<file path="src/hdl/tspfa_pkg.sv">
package tspfa_pkg;

	localparam int ADDR_W          = 32;
	localparam int SMALL_SHIFT     = 12;
	localparam int LARGE_SHIFT     = 22;
	localparam int SPN_W           = ADDR_W - SMALL_SHIFT;
	localparam int LPN_W           = ADDR_W - LARGE_SHIFT;
	localparam int SPL_W           = LARGE_SHIFT - SMALL_SHIFT;
	localparam int SMALL_PER_LARGE = 1 << SPL_W;

	localparam int STATUS_W = 2;
	localparam logic [STATUS_W-1:0] ST_OK   = 2'd0;
	localparam logic [STATUS_W-1:0] ST_OOM  = 2'd1;
	localparam logic [STATUS_W-1:0] ST_FULL = 2'd2;

	localparam logic KIND_FREE  = 1'b0;
	localparam logic KIND_ALLOC = 1'b1;

	// Source of the value loaded into the result register.
	localparam int OSEL_W = 3;
	localparam logic [OSEL_W-1:0] OSEL_NONE  = 3'd0;
	localparam logic [OSEL_W-1:0] OSEL_OK    = 3'd1;
	localparam logic [OSEL_W-1:0] OSEL_OOM   = 3'd2;
	localparam logic [OSEL_W-1:0] OSEL_FULL  = 3'd3;
	localparam logic [OSEL_W-1:0] OSEL_LDATA = 3'd4;
	localparam logic [OSEL_W-1:0] OSEL_SDATA = 3'd5;

	typedef struct packed {
		logic              capture;
		logic              push;
		logic              pop_large;
		logic              pop_small;
		logic              split_push;
		logic [OSEL_W-1:0] out_sel;
	} tspfa_cmd_t;

	typedef struct packed {
		logic kind;
		logic is_large;
		logic large_empty;
		logic large_full;
		logic small_empty;
		logic small_full;
		logic split_last;
		logic out_free;
	} tspfa_sts_t;

endpackage

</file>
<file path="src/hdl/tspfa_ctrl.sv">
module tspfa_ctrl import tspfa_pkg::*; (
	input  logic       clk,
	input  logic       arst_n,
	input  logic       req_valid,
	output logic       req_ready,
	input  tspfa_sts_t sts,
	output tspfa_cmd_t cmd
);

	localparam logic [2:0] S_IDLE  = 3'd0;
	localparam logic [2:0] S_EXEC  = 3'd1;
	localparam logic [2:0] S_POP_L = 3'd2;
	localparam logic [2:0] S_POP_S = 3'd3;
	localparam logic [2:0] S_SPLIT = 3'd4;

	logic [2:0] state_q;
	logic [2:0] state_d;

	assign req_ready = (state_q == S_IDLE);

	always_comb begin
		state_d = state_q;
		cmd     = '0;
		unique case (state_q)
			S_IDLE: begin
				if (req_valid) begin
					cmd.capture = 1'b1;
					state_d     = S_EXEC;
				end
			end
			S_EXEC: begin
				if (sts.kind == KIND_FREE) begin
					if (sts.out_free) begin
						if (sts.is_large ? sts.large_full : sts.small_full) begin
							cmd.out_sel = OSEL_FULL;
						end else begin
							cmd.push    = 1'b1;
							cmd.out_sel = OSEL_OK;
						end
						state_d = S_IDLE;
					end
				end else if (sts.is_large) begin
					if (!sts.large_empty) begin
						cmd.pop_large = 1'b1;
						state_d       = S_POP_L;
					end else if (sts.out_free) begin
						cmd.out_sel = OSEL_OOM;
						state_d     = S_IDLE;
					end
				end else begin
					if (!sts.small_empty) begin
						cmd.pop_small = 1'b1;
						state_d       = S_POP_S;
					end else if (!sts.large_empty) begin
						// Take the top large page apart into small pages.
						cmd.pop_large = 1'b1;
						state_d       = S_SPLIT;
					end else if (sts.out_free) begin
						cmd.out_sel = OSEL_OOM;
						state_d     = S_IDLE;
					end
				end
			end
			S_POP_L: begin
				if (sts.out_free) begin
					cmd.out_sel = OSEL_LDATA;
					state_d     = S_IDLE;
				end
			end
			S_POP_S: begin
				if (sts.out_free) begin
					cmd.out_sel = OSEL_SDATA;
					state_d     = S_IDLE;
				end
			end
			S_SPLIT: begin
				cmd.split_push = 1'b1;
				// After the last push the small stack is served as usual.
				if (sts.split_last) begin
					state_d = S_EXEC;
				end
			end
			default: begin
				state_d = S_IDLE;
			end
		endcase
	end

	always_ff @(posedge clk or negedge arst_n) begin
		if (!arst_n) begin
			state_q <= S_IDLE;
		end else begin
			state_q <= state_d;
		end
	end

endmodule

</file>
<file path="config.mk">
export PLATFORM = sky130hd
export DESIGN_NAME = tspfa_ctrl
export DESIGN_NICKNAME = d
export VERILOG_FILES = /design/src/hdl/tspfa_pkg.sv /design/src/hdl/tspfa_ctrl.sv
export SDC_FILE = /design/constraint.sdc
export NUM_CORES = 1
export LEC_CHECK = 0
export ABC_CLOCK_PERIOD_IN_PS = 3200
export BUFFER_PORTS_ARGS = -buffer_cell sky130_fd_sc_hd__buf_2
export CORE_AREA = 2 2 39 41
export CTS_CLUSTER_SIZE = 10
export DETAILED_ROUTE_END_ITERATION = 8
export DIE_AREA = 0 0 41 43
export PLACE_DENSITY_LB_ADDON = 0.3
export SLEW_MARGIN = 20
export SYNTH_ARGS = -nofsm -noshare
export SYNTH_HDL_FRONTEND = slang
export SYNTH_SLANG_ARGS = --single-unit
</file>
<file path="constraint.sdc">
create_clock -name clk -period 3.2 [get_ports clk]
set_clock_uncertainty 0.1 [all_clocks]
set_input_delay 0.16 -clock clk [delete_from_list [all_inputs] [get_ports clk]]
set_output_delay 0.16 -clock clk [all_outputs]
set_load 0.01 [all_outputs]
</file>
==> metrics.cfg <==
[worst_setup_path]
critical_path.max_stage_delay_ps = 500
cp_num_buf_inv = 1
setup.worst_path.start_class = flop
path_cells = nor2_1 > nand3_1 > nor3_1 > buf_2
crit_fanout = 13
worstPathRequired_ps = 2940
critPathTopFamily = flip-flops
crit_type = flop to output pin
crit_path_top_delay_cell = dfrtp_1
cp-end-kind = output pin
arrival_ps = 1360

[routing]
routed_wl_um = 789
detail-route-antenna-nets = 0
drt-wirelength-per-cell_um = 10.2
drt_iter0_markers = 1
dr.pass1.iters = 2
vias_per_cell = 4.66
drc = 0
route.vias.total = 359

[synthesis]
ys.warnings.count = 0
syn_nets = 51
syn_avg_cell_area_um2 = 7.51
syn_area_um2 = 300
yosysUniqueCellTypes = 25
synth_seq_cells = 3
ys_seq_area_share_pct = 25.0
syn_inst = 40

[placement]
gp_congestion = 0.709
dpl_cell_area_um2 = 395
dp_hpwl_um = 584
place_ws_ps = 1780
io_buffers = 19

[sta]
max_slew_margin_pct = 75.2
grt_setup_unrepaired = no
timing.final.crit_share_pct = 50.6
fin_crit_ps = 1620
tns_ps = 0
worst_pin_slew_ps = 372
hold_viol = 0
slew_violations = 0
setup_ws_ps = 1580
max_freq_ghz = 0.618
setup_violations = 0

[final_layout]
final_layout_size_suffix_gt1_share_pct = 36.1
antenna_cells = 0
nNetsFinal = 73
largestRegisters = state_q: 3 flops
top_register = state_q
finish.instance_area_um2 = 432
largest_reg_flops = 3
fillCellCount = 169
multiInputGateArea_um2 = 201
areaGrowthSynthToFinish_pct = 43.8
regArea_um2 = 75.1

[floorplanning]
die-area_um2 = 1760
die_y_um = 43
fp.dieW_um = 41
core_um2 = 1380
io_pins = 20
initial_utilization_pct = 21.7
rows = 14

[clock_network]
root_buffer = clkbuf_4
path_clk_slew_ps = 40
h-tree-depth = 1
cts.path.max_buffers = 2
clock-sinks = 3
cts_buffers = 3
clk_latency_ps = 230
post_cts_resized = 0
post-cts-setup-buffers = 0
cts-hold-fix-buffers = 1
cts_tree = done

[global_route]
antenna_found_initial = 0
grt_pass1_vias = 282
grt_pass1_wl_um = 1160
grt_max_degree = 14
grt_overflow_total = 0
grt_usage_pct = 9.74

[pwr]
ir_drop_v = 0.000122
p_leak_nw = 0.212
power_density_nw_per_um2 = 563

[worst_hold_path]
hp-class = input port to flop

[status]
status = complete, no violations

[flow_run]
drv_cap = 0

[path summary, 6_finish.rpt]
path                                 start    endpoint  cells past startpoint  slack (ps)
worst max register to register  state_q[1]  state_q[0]                      3        1780
worst max-delay path            state_q[1]      cmd[5]                      4        1580
max in group asynchronous           arst_n  state_q[2]                      2        2750
worst min-delay path                sts[3]  state_q[0]                      2         110
worst min register to register  state_q[2]  state_q[1]                      1         540
min in group asynchronous           arst_n  state_q[0]                      2         150
[cells in the final DEF (no fill, tap or decap)]
cell / n
buf_2: 19
nor2_1: 6
nor3_1: 4
a21oi_1: 3
clkbuf_4: 3
dfrtp_1: 3
nor3b_1: 2
nand2_1: 2
nor2b_1: 2
nand3_1: 1
o21ai_0: 1
a211o_1: 1
nand3b_1: 1
and3_1: 1
inv_1: 1
nor4b_1: 1
or4b_1: 1
mux2i_1: 1
or3_1: 1
o311ai_1: 1
nor4bb_1: 1
a22oi_1: 1
nand4b_1: 1
nand2b_1: 1
clkbuf_1: 1
dlygate4sd3_1: 1
[final cells by class]
class	count	area share, %
inverters	1	0.870
repair buffers	20	24.3
well taps	16	4.64
clock buffers	4	6.09
multi-input cells	33	46.7
flip-flops and latches	3	17.4
[cells by family after synthesis]
kind of cell,synth area share [%]
AOI/OAI and AO/OA,15.0
DFF,25.0
buffers and inverters,7.91
and+or+nand+nor,48.8
muxes,3.33
[through the flow]
stage / total power [W] / hold slack [ps] / instances / util [%]
2_1_floorplan: 0.000141 / -236 / 40 / -
3_3_place_gp: 0.000175 / -143 / 72 / 28.6
3_5_place_dp: 0.000176 / -144 / 72 / 28.6
4_1_cts: 0.000247 / 102 / 77 / 31.2
5_1_grt: 0.000265 / 141 / 77 / 31.2
6_report: 0.000243 / 105 / 77 / 31.2
[power by group]
group / switching, W / internal, W
Clock: 0.0000203 / 0.0000468
Combinational: 0.0000477 / 0.0000496
Sequential: 0.0000299 / 0.0000486
[worst register-to-register path, delay by kind of cell (launching register included)]
family | cells | cell delay, ps
flip-flops | 1 | 550
AO/OA/AOI/OAI | 1 | 100
AND/OR/NAND/NOR | 2 | 560
[metal layers]
metal / share of wire, % / global-route usage (%) / vias up
li1: - / - / 188
met1: 48 / 13.2 / 155
met2: 44 / 12.8 / 14
met3: 5.8 / 0 / 2
met4: 2.4 / 10.0 / 0
met5: 0 / 0 / -
[synth_stat cells, drive strengths merged]
| cell type | count | area share, % |
|---|---|---|
| nor2 | 6 | 7.5 |
| nor3 | 4 | 6.7 |
| a21oi | 3 | 5.0 |
| buf | 3 | 6.7 |
| dfrtp | 3 | 25 |
| nand2 | 2 | 2.5 |
| nor2b | 2 | 4.2 |
| nor3b | 2 | 5.0 |
| a211o | 1 | 2.9 |
| a22oi | 1 | 2.5 |
| and3 | 1 | 2.1 |
| inv | 1 | 1.2 |
| mux2i | 1 | 3.3 |
| nand2b | 1 | 2.1 |
| nand3 | 1 | 1.7 |
| nand3b | 1 | 2.5 |
| nand4b | 1 | 2.9 |
| nor4b | 1 | 2.9 |
| nor4bb | 1 | 3.3 |
| o21ai | 1 | 1.7 |
| o311ai | 1 | 2.9 |
| or3 | 1 | 2.1 |
| or4b | 1 | 3.3 |
Power figures use the tool's default switching activity.
